### config.mk
export PLATFORM = sky130hd
export DESIGN_NAME = date_range_overlap_days_core
export DESIGN_NICKNAME = d
export VERILOG_FILES = /design/src/rtl/core/drod_pkg.sv /design/src/rtl/core/drod_day_number.sv /design/src/rtl/core/date_range_overlap_days_core.sv
export SDC_FILE = /design/constraint.sdc
export NUM_CORES = 2
export LEC_CHECK = 0
export BUFFER_PORTS_ARGS = -buffer_cell sky130_fd_sc_hd__buf_2
export CAP_MARGIN = 0
export CORE_MARGIN = 3
export CORE_UTILIZATION = 55
export DETAILED_ROUTE_END_ITERATION = 12
export HOLD_SLACK_MARGIN = 0.03
export PLACE_DENSITY_LB_ADDON = 0.2
export SYNTH_ARGS = -nofsm -noshare
export SYNTH_HDL_FRONTEND = slang
export SYNTH_SLANG_ARGS = --single-unit
### constraint.sdc
create_clock -name clock -period 26.4 [get_ports clock]
set_input_delay 1.32 -clock clock [delete_from_list [all_inputs] [get_ports clock]]
set_output_delay 1.32 -clock clock [all_outputs]
set_load 0.05 [all_outputs]
### src/rtl/core/drod_pkg.sv
package drod_pkg;

   // Field widths fixed by the interface
   localparam int DAY_W   = 5;
   localparam int MONTH_W = 4;
   localparam int YEAR_W  = 14;
   localparam int COUNT_W = 22;

   // Day numbers from 1 Jan of year 1; any 14-bit year fits in 23 bits
   localparam int DN_W = 23;

   // Number of dates per query: two starts, two ends
   localparam int NUM_DATES = 4;

   // Floor divide by 100 for 14-bit values: (x * 5243) >> 19 is exact
   localparam int CENT_RECIP = 5243;
   localparam int CENT_SHIFT = 19;
   localparam int PROD_W     = 27;
   localparam int CENT_W     = 8;

   localparam int DAYS_PER_YEAR = 365;
   localparam logic [MONTH_W-1:0] MONTH_FEB = 4'd2;
   localparam logic [MONTH_W-1:0] MONTH_DEC = 4'd12;

   localparam logic [COUNT_W-1:0] OVERLAP_MAX = {COUNT_W{1'b1}};

   typedef logic [DN_W-1:0] dn_type;

   typedef struct packed {
      logic [DAY_W-1:0]   day;
      logic [MONTH_W-1:0] month;
      logic [YEAR_W-1:0]  year;
   } date_type;

   typedef struct packed {
      logic   ok;
      dn_type dn;
   } date_info_type;

   // Days in a month; February follows the leap flag
   function automatic logic [4:0] month_len(input logic [MONTH_W-1:0] month,
                                            input logic leap_year);
      logic [4:0] len;
      unique case (month)
         4'd1, 4'd3, 4'd5, 4'd7, 4'd8, 4'd10, 4'd12: len = 5'd31;
         4'd4, 4'd6, 4'd9, 4'd11:                    len = 5'd30;
         4'd2:    len = leap_year ? 5'd29 : 5'd28;
         default: len = 5'd0;
      endcase
      return len;
   endfunction

   // Days in the year before the first of a month, non-leap
   function automatic logic [8:0] days_before(input logic [MONTH_W-1:0] month);
      logic [8:0] cnt;
      unique case (month)
         4'd1:    cnt = 9'd0;
         4'd2:    cnt = 9'd31;
         4'd3:    cnt = 9'd59;
         4'd4:    cnt = 9'd90;
         4'd5:    cnt = 9'd120;
         4'd6:    cnt = 9'd151;
         4'd7:    cnt = 9'd181;
         4'd8:    cnt = 9'd212;
         4'd9:    cnt = 9'd243;
         4'd10:   cnt = 9'd273;
         4'd11:   cnt = 9'd304;
         4'd12:   cnt = 9'd334;
         default: cnt = 9'd0;
      endcase
      return cnt;
   endfunction

endpackage

### src/rtl/core/drod_day_number.sv
module drod_day_number #(
   parameter int MAX_YEAR = 9999
) (
   input  drod_pkg::date_type      date,
   output drod_pkg::date_info_type info
);
   import drod_pkg::*;

   logic [PROD_W-1:0] year_prod;
   logic [CENT_W-1:0] year_cent;
   logic [6:0]        year_rem;
   logic              cent_year;
   logic              quad_cent_year;
   logic              leap_year;
   logic [YEAR_W-1:0] year_prev;
   logic [CENT_W-1:0] prev_cent;
   logic [5:0]        prev_quad;
   logic [4:0]        month_days;
   logic              late_month;

   // Century count by reciprocal multiply, then the remainder mod 100
   assign year_prod = PROD_W'(date.year) * PROD_W'(CENT_RECIP);
   assign year_cent = CENT_W'(year_prod >> CENT_SHIFT);
   assign year_rem  = 7'(date.year - YEAR_W'({6'd0, year_cent} * 14'd100));

   // Leap year: 4/100/400 rule
   assign cent_year      = (year_rem == 7'd0);
   assign quad_cent_year = cent_year && (year_cent[1:0] == 2'd0);
   assign leap_year      = ((date.year[1:0] == 2'd0) && !cent_year) || quad_cent_year;

   // Quotients of year-1 follow from those of year
   assign year_prev = date.year - 14'd1;
   assign prev_cent = year_cent - CENT_W'(cent_year);
   assign prev_quad = 6'(year_cent >> 2) - 6'(quad_cent_year);

   assign month_days = month_len(date.month, leap_year);
   assign late_month = (date.month > MONTH_FEB);

   // Validity of the date
   assign info.ok = (date.year != '0) && (int'(date.year) <= MAX_YEAR) &&
                    (date.month != '0) && (date.month <= MONTH_DEC) &&
                    (date.day != '0) && (date.day <= month_days);

   // Day number; meaningless when the date is invalid
   assign info.dn = DN_W'(year_prev) * DN_W'(DAYS_PER_YEAR)
                  + DN_W'(year_prev >> 2)
                  - DN_W'(prev_cent)
                  + DN_W'(prev_quad)
                  + DN_W'(days_before(date.month))
                  + DN_W'(leap_year && late_month)
                  + DN_W'(date.day)
                  - DN_W'(1);

endmodule

### src/rtl/core/date_range_overlap_days_core.sv
// Overlap in days of two Gregorian date ranges, end day excluded. Each query
// passes the input register, the day-number register and the result register
// in that order, and a new query is taken every cycle unless the result is
// stalled; the stages close up bubbles, so req_ready drops only when all three
// hold a query and the result is stalled. Any invalid date or a range that
// starts after its end returns date_error with a count of 0. Years above
// MAX_YEAR are invalid; a count past the 22-bit range saturates.
module date_range_overlap_days_core #(
   parameter int MAX_YEAR = 9999
) (
   input  logic                             clock,
   input  logic                             reset,

   input  logic                             req_valid,
   output logic                             req_ready,
   input  logic [drod_pkg::DAY_W-1:0]       req_first_start_day,
   input  logic [drod_pkg::MONTH_W-1:0]     req_first_start_month,
   input  logic [drod_pkg::YEAR_W-1:0]      req_first_start_year,
   input  logic [drod_pkg::DAY_W-1:0]       req_first_end_day,
   input  logic [drod_pkg::MONTH_W-1:0]     req_first_end_month,
   input  logic [drod_pkg::YEAR_W-1:0]      req_first_end_year,
   input  logic [drod_pkg::DAY_W-1:0]       req_second_start_day,
   input  logic [drod_pkg::MONTH_W-1:0]     req_second_start_month,
   input  logic [drod_pkg::YEAR_W-1:0]      req_second_start_year,
   input  logic [drod_pkg::DAY_W-1:0]       req_second_end_day,
   input  logic [drod_pkg::MONTH_W-1:0]     req_second_end_month,
   input  logic [drod_pkg::YEAR_W-1:0]      req_second_end_year,

   output logic                             rsp_valid,
   input  logic                             rsp_ready,
   output logic [drod_pkg::COUNT_W-1:0]     rsp_overlap_days,
   output logic                             rsp_date_error
);
   import drod_pkg::*;

   date_type       in_date_ff [NUM_DATES];
   logic           in_valid_ff;
   date_info_type  info [NUM_DATES];
   dn_type         dn_ff [NUM_DATES];
   logic           dn_ok_ff;
   logic           dn_valid_ff;
   logic [COUNT_W-1:0] count_ff, count_in;
   logic           error_ff, error_in;
   logic           out_valid_ff;

   logic           out_load, dn_load, in_load;
   logic           order_bad;
   dn_type         span_lo, span_hi, span;

   // Stage advance: a stage loads when it is empty or its content moves on
   assign out_load  = !out_valid_ff || rsp_ready;
   assign dn_load   = !dn_valid_ff || out_load;
   assign in_load   = !in_valid_ff || dn_load;
   assign req_ready = in_load;

   // Input register
   always_ff @(posedge clock) begin
      if (reset) begin
         in_valid_ff <= 1'b0;
      end else if (in_load) begin
         in_valid_ff <= req_valid;
      end
      if (in_load && req_valid) begin
         in_date_ff[0] <= '{req_first_start_day, req_first_start_month,
                            req_first_start_year};
         in_date_ff[1] <= '{req_first_end_day, req_first_end_month,
                            req_first_end_year};
         in_date_ff[2] <= '{req_second_start_day, req_second_start_month,
                            req_second_start_year};
         in_date_ff[3] <= '{req_second_end_day, req_second_end_month,
                            req_second_end_year};
      end
   end

   // Date to day number, one converter per date
   for (genvar i = 0; i < NUM_DATES; i++) begin : g_conv
      drod_day_number #(.MAX_YEAR(MAX_YEAR)) u_day_number (
         .date (in_date_ff[i]),
         .info (info[i])
      );
   end

   // Day-number register
   always_ff @(posedge clock) begin
      if (reset) begin
         dn_valid_ff <= 1'b0;
      end else if (dn_load) begin
         dn_valid_ff <= in_valid_ff;
      end
      if (dn_load && in_valid_ff) begin
         for (int i = 0; i < NUM_DATES; i++) begin
            dn_ff[i] <= info[i].dn;
         end
         dn_ok_ff <= info[0].ok && info[1].ok && info[2].ok && info[3].ok;
      end
   end

   // Overlap: later start to earlier end, clamped at zero and saturated
   always_comb begin
      order_bad = (dn_ff[0] > dn_ff[1]) || (dn_ff[2] > dn_ff[3]);
      span_lo   = (dn_ff[0] > dn_ff[2]) ? dn_ff[0] : dn_ff[2];
      span_hi   = (dn_ff[1] < dn_ff[3]) ? dn_ff[1] : dn_ff[3];
      span      = (span_hi > span_lo) ? (span_hi - span_lo) : '0;
      error_in  = !dn_ok_ff || order_bad;
      if (error_in) begin
         count_in = '0;
      end else if (span > DN_W'(OVERLAP_MAX)) begin
         count_in = OVERLAP_MAX;
      end else begin
         count_in = span[COUNT_W-1:0];
      end
   end

   // Result register
   always_ff @(posedge clock) begin
      if (reset) begin
         out_valid_ff <= 1'b0;
      end else if (out_load) begin
         out_valid_ff <= dn_valid_ff;
      end
      if (out_load && dn_valid_ff) begin
         count_ff <= count_in;
         error_ff <= error_in;
      end
   end

   assign rsp_valid        = out_valid_ff;
   assign rsp_overlap_days = count_ff;
   assign rsp_date_error   = error_ff;

endmodule

Word-level counts from Yosys, hierarchy flattened
Memories as Yosys holds them, arrays and structs flattened.
Cells that the tools add are included.
{"block": "word_totals", "regBits": 27, "latchBits": 0, "ram_bits": 184, "rom_bits": 576, "in_bits": 96, "output_inout_bits": 25, "mem_count": 6}
{"memory": "(name not given)", "depth": 16, "width": 9, "read_ports": 1, "rd_ports_with_merged_regs": 0, "wr": 0, "line": "drod_pkg.sv:56", "text": "unique case (month)"}
{"memory": "(name not given)", "depth": 16, "width": 9, "read_ports": 1, "rd_ports_with_merged_regs": 0, "wr": 0, "line": "drod_pkg.sv:56"}
{"memory": "(name not given)", "depth": 16, "width": 9, "read_ports": 1, "rd_ports_with_merged_regs": 0, "wr": 0, "line": "drod_pkg.sv:56"}
{"memory": "(name not given)", "depth": 16, "width": 9, "read_ports": 1, "rd_ports_with_merged_regs": 0, "wr": 0, "line": "drod_pkg.sv:56"}
{"memory": "dn_ff", "depth": 4, "width": 23, "read_ports": 4, "rd_ports_with_merged_regs": 0, "wr": 4, "line": "date_range_overlap_days_core.sv:39", "text": "dn_type dn_ff [NUM_DATES];"}
{"memory": "in_date_ff", "depth": 4, "width": 23, "read_ports": 4, "rd_ports_with_merged_regs": 0, "wr": 4, "line": "date_range_overlap_days_core.sv:36", "text": "date_type in_date_ff [NUM_DATES];"}
{"block": "classes", "addsub": 45, "mul": 12, "n_div": 0, "order_cmp": 22, "eq_ne": 48, "n_shift": 0, "muxes": 16, "bitwise": 0, "reduce_logical": 87}
{"operator": "14-bit by 13-bit multiplier with 27-bit output (second input constant)", "n": 4}
{"operator": "23-bit by 1-bit adder with 23-bit output", "n": 4}
{"operator": "23-bit by 12-bit adder with 23-bit output", "n": 4}
{"operator": "23-bit by 5-bit adder with 23-bit output", "n": 4}
{"operator": "23-bit by 6-bit adder with 23-bit output", "n": 4}
{"operator": "23-bit by 9-bit adder with 23-bit output", "n": 4}
{"operator": "23-bit greater-than comparator", "n": 4}
{"operator": "14-bit by 9-bit multiplier with 23-bit output (second input constant)", "n": 4}
{"operator": "23-bit by 1-bit subtractor with 23-bit output (second input constant)", "n": 4}
{"operator": "23-bit by 8-bit subtractor with 23-bit output", "n": 4}
{"operator": "4-bit equality test (second input constant)", "n": 20}
{"operator": "23-bit two-way mux", "n": 3}
{"operator": "4-bit by 3-bit equality test with 1-bit output (second input constant)", "n": 16}
{"operator": "5-bit case mux with 3 select lines", "n": 4}
{"operator": "14-bit less-or-equal comparator (second input constant)", "n": 4}
{"operator": "14-bit nonzero test", "n": 4}
{"operator": "14-bit by 1-bit subtractor with 14-bit output (second input constant)", "n": 4}
{"operator": "1-bit logical AND", "n": 38}
{"operator": "4-bit by 2-bit equality test with 1-bit output (second input constant)", "n": 8}
{"operator": "8-bit by 5-bit multiplier with 5-bit output (second input constant)", "n": 4}
{"operator": "8-bit by 1-bit subtractor with 8-bit output", "n": 4}
{"operator": "7-bit zero test", "n": 4}
{"operator": "7-bit OR reduction", "n": 4}
{"operator": "7-bit subtractor", "n": 4}
{"operator": "other kinds (16)", "n": 69}

Logic depth before layout (Yosys ltp)
An unclocked memory read counts as a cell.
{"block": "logic_depth", "word_depth": 15, "mapped_depth": 52, "depth_no_buf": 52}

Modules after synthesis
From an unflattened synthesis, not the netlist that was laid out.
{"block": "hier_totals", "cells_unflattened": 4678, "area_unflattened_um2": 47179.0}
{"mod": "drod_day_number (g_conv[0].u_day_number ...)", "instances": 2, "cells_per_inst": 983, "area_each_um2": 9216.3, "seq_area_each_um2": 0.0}
{"mod": "date_range_overlap_days_core", "instances": 1, "cells_per_inst": 758, "area_each_um2": 10482.6, "seq_area_each_um2": 6306.0}
{"mod": "drod_day_number (g_conv[2].u_day_number)", "instances": 1, "cells_per_inst": 984, "area_each_um2": 9196.3, "seq_area_each_um2": 0.0}
{"mod": "drod_day_number (g_conv[3].u_day_number)", "instances": 1, "cells_per_inst": 970, "area_each_um2": 9067.4, "seq_area_each_um2": 0.0}

Worst setup path before layout
Ideal clock, no wire load.
{"block": "synth_path", "path_type": "register to register", "from": "mem in_date_ff[3][11] (netlist bit)", "to": "mem dn_ff[3][22] (netlist bit) (data pin)", "arrival_time_ns": 12.490, "path_slack_ns": 13.650, "stages_incl_launch_ff": 52, "path_buffers": 0, "synth_period_minus_slack_ns": 12.750, "path_cell_list": "edfxtp_1 > fa_1 > ha_1 > inv_1 > fa_1 > inv_1 > fa_1 > inv_1 > fa_1 > inv_1 > ha_1 > and3_1 > a221oi_2 > o22ai_1 > or4_4 > nand3_2 > a221o_1 > inv_1 > [16 not listed] > xnor2_1 > ha_1 > inv_1 > fa_1 > inv_1 > fa_1 > fa_1 > ha_1 > ha_1 > a21o_1 > a31o_2 > a2111oi_1 > a221o_1 > o211ai_1 > a2111oi_0 > o21bai_1 > a21oi_1 > xnor2_1"}
{"item": "start: declaration", "line": "date_range_overlap_days_core.sv:36"}
{"item": "end: declaration", "line": "date_range_overlap_days_core.sv:39"}

==> impl_metrics.prom <==
# TYPE chip_impl_metric gauge
chip_impl_info{name="outcome",value="completed"} 1
chip_impl_metric{name="floorplan.initialDensity",unit=""} 0.559
chip_impl_info{name="crit_path_top_delay_cell",value="sky130_fd_sc_hd__a2111oi_1"} 1
chip_impl_metric{name="final-seq-area",unit="um^2"} 6310
chip_impl_info{name="critPathKind",value="register to register"} 1
chip_impl_info{name="worst_path_most_repeated_cell",value="sky130_fd_sc_hd__inv_1"} 1
chip_impl_metric{name="hold_path_depth",unit=""} 2
chip_impl_metric{name="grt_pass1_wl",unit="um"} 170000
chip_impl_metric{name="die_footprint",unit="um^2"} 87500
chip_impl_metric{name="syn-mean-instance-area",unit="um^2"} 10.0
chip_impl_metric{name="endpoints_failing_setup",unit=""} 0
chip_impl_metric{name="cts_max_level",unit=""} 1
chip_impl_metric{name="count_of_hold_buffers_inserted_by_post_cts_repair",unit=""} 0
chip_impl_metric{name="max_freq",unit="MHz"} 71.1
chip_impl_metric{name="maxcap_violations",unit=""} 0
chip_impl_metric{name="floorplan.rows",unit=""} 105
chip_impl_metric{name="floorplan.io_pins",unit=""} 121
chip_impl_metric{name="tns",unit="ns"} 0
chip_impl_metric{name="fraction_of_layout_cells_with_a_size_suffix_above_1",unit=""} 0.0483
chip_impl_metric{name="grt_pass1_vias",unit=""} 32400
chip_impl_metric{name="via_count",unit=""} 31200
chip_impl_info{name="clockRootBuffer",value="sky130_fd_sc_hd__clkbuf_16"} 1
chip_impl_metric{name="placement.io_buffers",unit=""} 120
chip_impl_metric{name="post_route_drc_violation_count",unit=""} 0
chip_impl_metric{name="firstDrtPassIters",unit=""} 5
chip_impl_metric{name="synth_area",unit="um^2"} 46200
chip_impl_metric{name="fin_crit_sh",unit=""} 0.533
chip_impl_metric{name="cts-resized-gates",unit=""} 0
chip_impl_metric{name="core_area",unit="um^2"} 82600
chip_impl_metric{name="largest_net_degree_at_the_start_of_global_routing",unit=""} 90
chip_impl_metric{name="die_h",unit="um"} 296
chip_impl_metric{name="final.fill_count",unit=""} 7096
chip_impl_metric{name="syn-num-nets",unit=""} 6374
chip_impl_metric{name="sequential_share_of_the_synthesized_area",unit=""} 0.136
chip_impl_metric{name="insertedDiodeCount",unit=""} 0
chip_impl_metric{name="post-cts-setup-buffer-count",unit=""} 0
chip_impl_metric{name="ys_warn_count",unit=""} 0
chip_impl_metric{name="finalMaxSlewViolations",unit=""} 0
chip_impl_metric{name="tightest_slew",unit="ns"} 1.11
chip_impl_metric{name="drt_iter0_drc",unit=""} 1831
chip_impl_metric{name="routed_len_inst",unit="um"} 17.5
chip_impl_metric{name="area_delta_synth_final",unit="%"} 6.34
chip_impl_info{name="grt_setup_unrepaired",value="false"} 1
chip_impl_info{name="end_kind",value="register"} 1
chip_impl_metric{name="finalCriticalPeriod",unit="ns"} 14.07
chip_impl_metric{name="detailedPlacementHpwl",unit="um"} 88800
chip_impl_metric{name="place.gp.congestion",unit=""} 0.925
chip_impl_metric{name="cts_buffer_depth",unit=""} 3
chip_impl_metric{name="synth_seq_cells",unit=""} 211
chip_impl_info{name="synth-main-ff-cell",value="sky130_fd_sc_hd__edfxtp_1"} 1
chip_impl_metric{name="final_nets",unit=""} 6508
chip_impl_metric{name="slew_headroom",unit=""} 0.259
chip_impl_metric{name="clock_insertion_delay_worst_skew",unit="ns"} 0.62
chip_impl_metric{name="path_clk_slew",unit="ns"} 0.08
chip_impl_metric{name="avgViaCountPerCell",unit=""} 5.35
chip_impl_metric{name="synth_cell_types",unit=""} 92
chip_impl_metric{name="grt_use_total",unit=""} 0.244
chip_impl_metric{name="clock_sinks",unit=""} 211
chip_impl_info{name="worst_hold_path_type",value="register to register"} 1
chip_impl_metric{name="skew",unit="ns"} 0.0253
chip_impl_metric{name="cpPeakStageDelay",unit="ns"} 0.73
chip_impl_metric{name="finalHoldViolCount",unit=""} 0
chip_impl_metric{name="grt-ovfl-total",unit=""} 0
chip_impl_metric{name="critical_path.max_fanout",unit=""} 9
chip_impl_info{name="critPathLaunchType",value="register"} 1
chip_impl_metric{name="reg2reg_depth",unit=""} 51
chip_impl_metric{name="antenna_violating_nets_post_route",unit=""} 0
chip_impl_metric{name="worstPathArrival",unit="ns"} 14.43
chip_impl_metric{name="netlist_instances",unit=""} 4606
chip_impl_metric{name="timing.critical_path.required",unit="ns"} 26.76
chip_impl_metric{name="synth_edf_count",unit=""} 208
chip_impl_metric{name="wirelength",unit="um"} 102000
chip_impl_info{name="cts_tree",value="yes"} 1
chip_impl_metric{name="antenna_found_initial",unit=""} 1
chip_impl_metric{name="cts_buffers",unit=""} 27
chip_impl_metric{name="async_reset_ff_frac",unit=""} 0
chip_impl_metric{name="die_w",unit="um"} 296
chip_impl_metric{name="multi_input_comb_area",unit="um^2"} 35500
kinds of logic (layout without fill, tap and decap cells):
logic type	Yosys count	after routing	share of synthesized area
and+or+nand+nor	639	639	0.0710
xor gates and xnor gates	242	242	0.0468
adders and majority gates	1675	1675	0.553
AOI/OAI and AO/OA	594	594	0.0847
muxes	47	47	0.0108
buffers and inverters	1198	1353	0.0974
DFF	211	211	0.136
metrics by stage:
stage	util	instances	setup WS, ns	hold slack [ns]	instance area, um^2
3_5_place_dp	0.583	5781	12.41	0.566	48200
5_1_grt	0.595	5831	11.16	0.601	49100
2_1_floorplan	-	4606	13.65	0.476	46200
6_report	0.595	5831	12.33	0.567	49100
4_1_cts	0.595	5831	12.34	0.572	49100
3_3_place_gp	0.583	5781	12.56	0.554	48200
registers in the layout (all words and copies together), names as in the netlist:
register / count
in_date_ff: 92
in_valid_ff: 1
dn_valid_ff: 1
rsp_date_error: 1
rsp_overlap_days: 22
rsp_valid: 1
dn_ff: 92
dn_ok_ff: 1
layout by cell type (no fill, tap or decap), types with 6 or more instances in the layout:
cell type,instances
sky130_fd_sc_hd__a31oi_1,24
sky130_fd_sc_hd__o2111ai_1,6
sky130_fd_sc_hd__a211oi_1,15
sky130_fd_sc_hd__and3_1,34
sky130_fd_sc_hd__nand3_1,85
sky130_fd_sc_hd__nor4_1,14
sky130_fd_sc_hd__xor2_1,54
sky130_fd_sc_hd__mux2i_1,43
sky130_fd_sc_hd__o21ai_0,124
sky130_fd_sc_hd__a211o_1,8
sky130_fd_sc_hd__inv_1,1164
sky130_fd_sc_hd__o31ai_1,6
sky130_fd_sc_hd__a21boi_0,17
sky130_fd_sc_hd__or4_1,7
sky130_fd_sc_hd__nand2b_1,33
sky130_fd_sc_hd__nor3b_1,12
sky130_fd_sc_hd__o21a_1,58
sky130_fd_sc_hd__edfxtp_1,208
sky130_fd_sc_hd__xnor2_1,185
sky130_fd_sc_hd__nand2_1,133
sky130_fd_sc_hd__or3_1,8
sky130_fd_sc_hd__o211ai_1,19
sky130_fd_sc_hd__and2_1,13
sky130_fd_sc_hd__nand3b_1,6
sky130_fd_sc_hd__o21bai_1,14
sky130_fd_sc_hd__fa_1,613
sky130_fd_sc_hd__inv_6,8
sky130_fd_sc_hd__buf_2,120
sky130_fd_sc_hd__a21oi_1,153
sky130_fd_sc_hd__nor3_1,50
sky130_fd_sc_hd__nor2b_1,52
sky130_fd_sc_hd__nor2_1,118
sky130_fd_sc_hd__buf_4,18
sky130_fd_sc_hd__ha_1,1059
sky130_fd_sc_hd__clkbuf_16,27
sky130_fd_sc_hd__nand4_1,39
sky130_fd_sc_hd__a21o_1,65
sky130_fd_sc_hd__or2_2,12
critical path: cells and delay by family (launching register included):
family / cells / cell delay, ns
AND/OR/NAND/NOR: 6 / 1.22
XOR/XNOR: 4 / 0.90
buffers and inverters: 9 / 0.61
adder cells (fa/ha/maj): 15 / 5.77
flip-flops: 1 / 0.66
AO/OA/AOI/OAI: 17 / 4.64
area by class of cell:
type	count	share of cell area
Multi-Input combinational cell	3197	0.722
Sequential cell	211	0.128
Inverter	1165	0.0890
Tap cell	1070	0.0272
Timing Repair Buffer	138	0.0150
Clock buffer	28	0.0138
Clock inverter	22	0.00504
path summary, 6_finish.rpt:
| kind | slack [ns] | startpoint | end |
|---|---|---|---|
| worst max-delay path | 12.33 | in_date_ff[3][10] | dn_ff[3][22] |
| worst min-delay path | 0.57 | in_valid_ff | dn_valid_ff |
| worst min register to register | 0.57 | in_valid_ff | dn_valid_ff |
| worst max register to register | 12.33 | in_date_ff[3][10] | dn_ff[3][22] |
layer usage:
layer  vias up  part of all wire  global-route usage
met2       614              0.45               0.390
met4         0             0.022              0.0476
met1     15100              0.48               0.359
met5         -                 0                   0
met3       107             0.048              0.0278
li1      15300                 -                   -
cells in the mapped netlist (5+ instances only):
master | instances | area share
sky130_fd_sc_hd__or4_1 | 7 | 0.0011
sky130_fd_sc_hd__ha_1 | 1059 | 0.29
sky130_fd_sc_hd__nand3_1 | 85 | 0.0092
sky130_fd_sc_hd__nor2_1 | 118 | 0.0096
sky130_fd_sc_hd__o22ai_1 | 5 | 0.00068
sky130_fd_sc_hd__o21bai_1 | 14 | 0.0023
sky130_fd_sc_hd__nor3_1 | 51 | 0.0055
sky130_fd_sc_hd__and4_1 | 5 | 0.00095
sky130_fd_sc_hd__o31ai_1 | 7 | 0.0011
sky130_fd_sc_hd__clkbuf_1 | 29 | 0.0024
sky130_fd_sc_hd__a21o_1 | 65 | 0.011
sky130_fd_sc_hd__xnor2_1 | 185 | 0.035
sky130_fd_sc_hd__a21boi_0 | 18 | 0.0029
sky130_fd_sc_hd__or3_1 | 8 | 0.0011
sky130_fd_sc_hd__fa_1 | 613 | 0.27
sky130_fd_sc_hd__edfxtp_1 | 208 | 0.14
sky130_fd_sc_hd__xor2_1 | 54 | 0.010
sky130_fd_sc_hd__a211o_1 | 8 | 0.0015
sky130_fd_sc_hd__inv_1 | 1164 | 0.095
sky130_fd_sc_hd__or2_2 | 12 | 0.0016
sky130_fd_sc_hd__nand3b_1 | 6 | 0.00097
sky130_fd_sc_hd__nor4_1 | 14 | 0.0019
sky130_fd_sc_hd__nand4_1 | 39 | 0.0053
sky130_fd_sc_hd__o21ai_0 | 124 | 0.013
sky130_fd_sc_hd__mux2i_1 | 43 | 0.0093
sky130_fd_sc_hd__o2111ai_1 | 6 | 0.0011
sky130_fd_sc_hd__a31oi_1 | 25 | 0.0034
sky130_fd_sc_hd__o21a_1 | 58 | 0.0094
sky130_fd_sc_hd__nand2_1 | 133 | 0.011
sky130_fd_sc_hd__and3_1 | 34 | 0.0046
sky130_fd_sc_hd__nor3b_1 | 12 | 0.0019
sky130_fd_sc_hd__a41oi_1 | 5 | 0.00095
sky130_fd_sc_hd__nand2b_1 | 33 | 0.0045
sky130_fd_sc_hd__a21oi_1 | 153 | 0.017
sky130_fd_sc_hd__a211oi_1 | 15 | 0.0024
sky130_fd_sc_hd__o211ai_1 | 19 | 0.0031
sky130_fd_sc_hd__and2_1 | 13 | 0.0018
sky130_fd_sc_hd__nor2b_1 | 53 | 0.0072
Power is not shown: default switching activity piles up to over one toggle a cycle in this logic, so the estimate is an artifact.
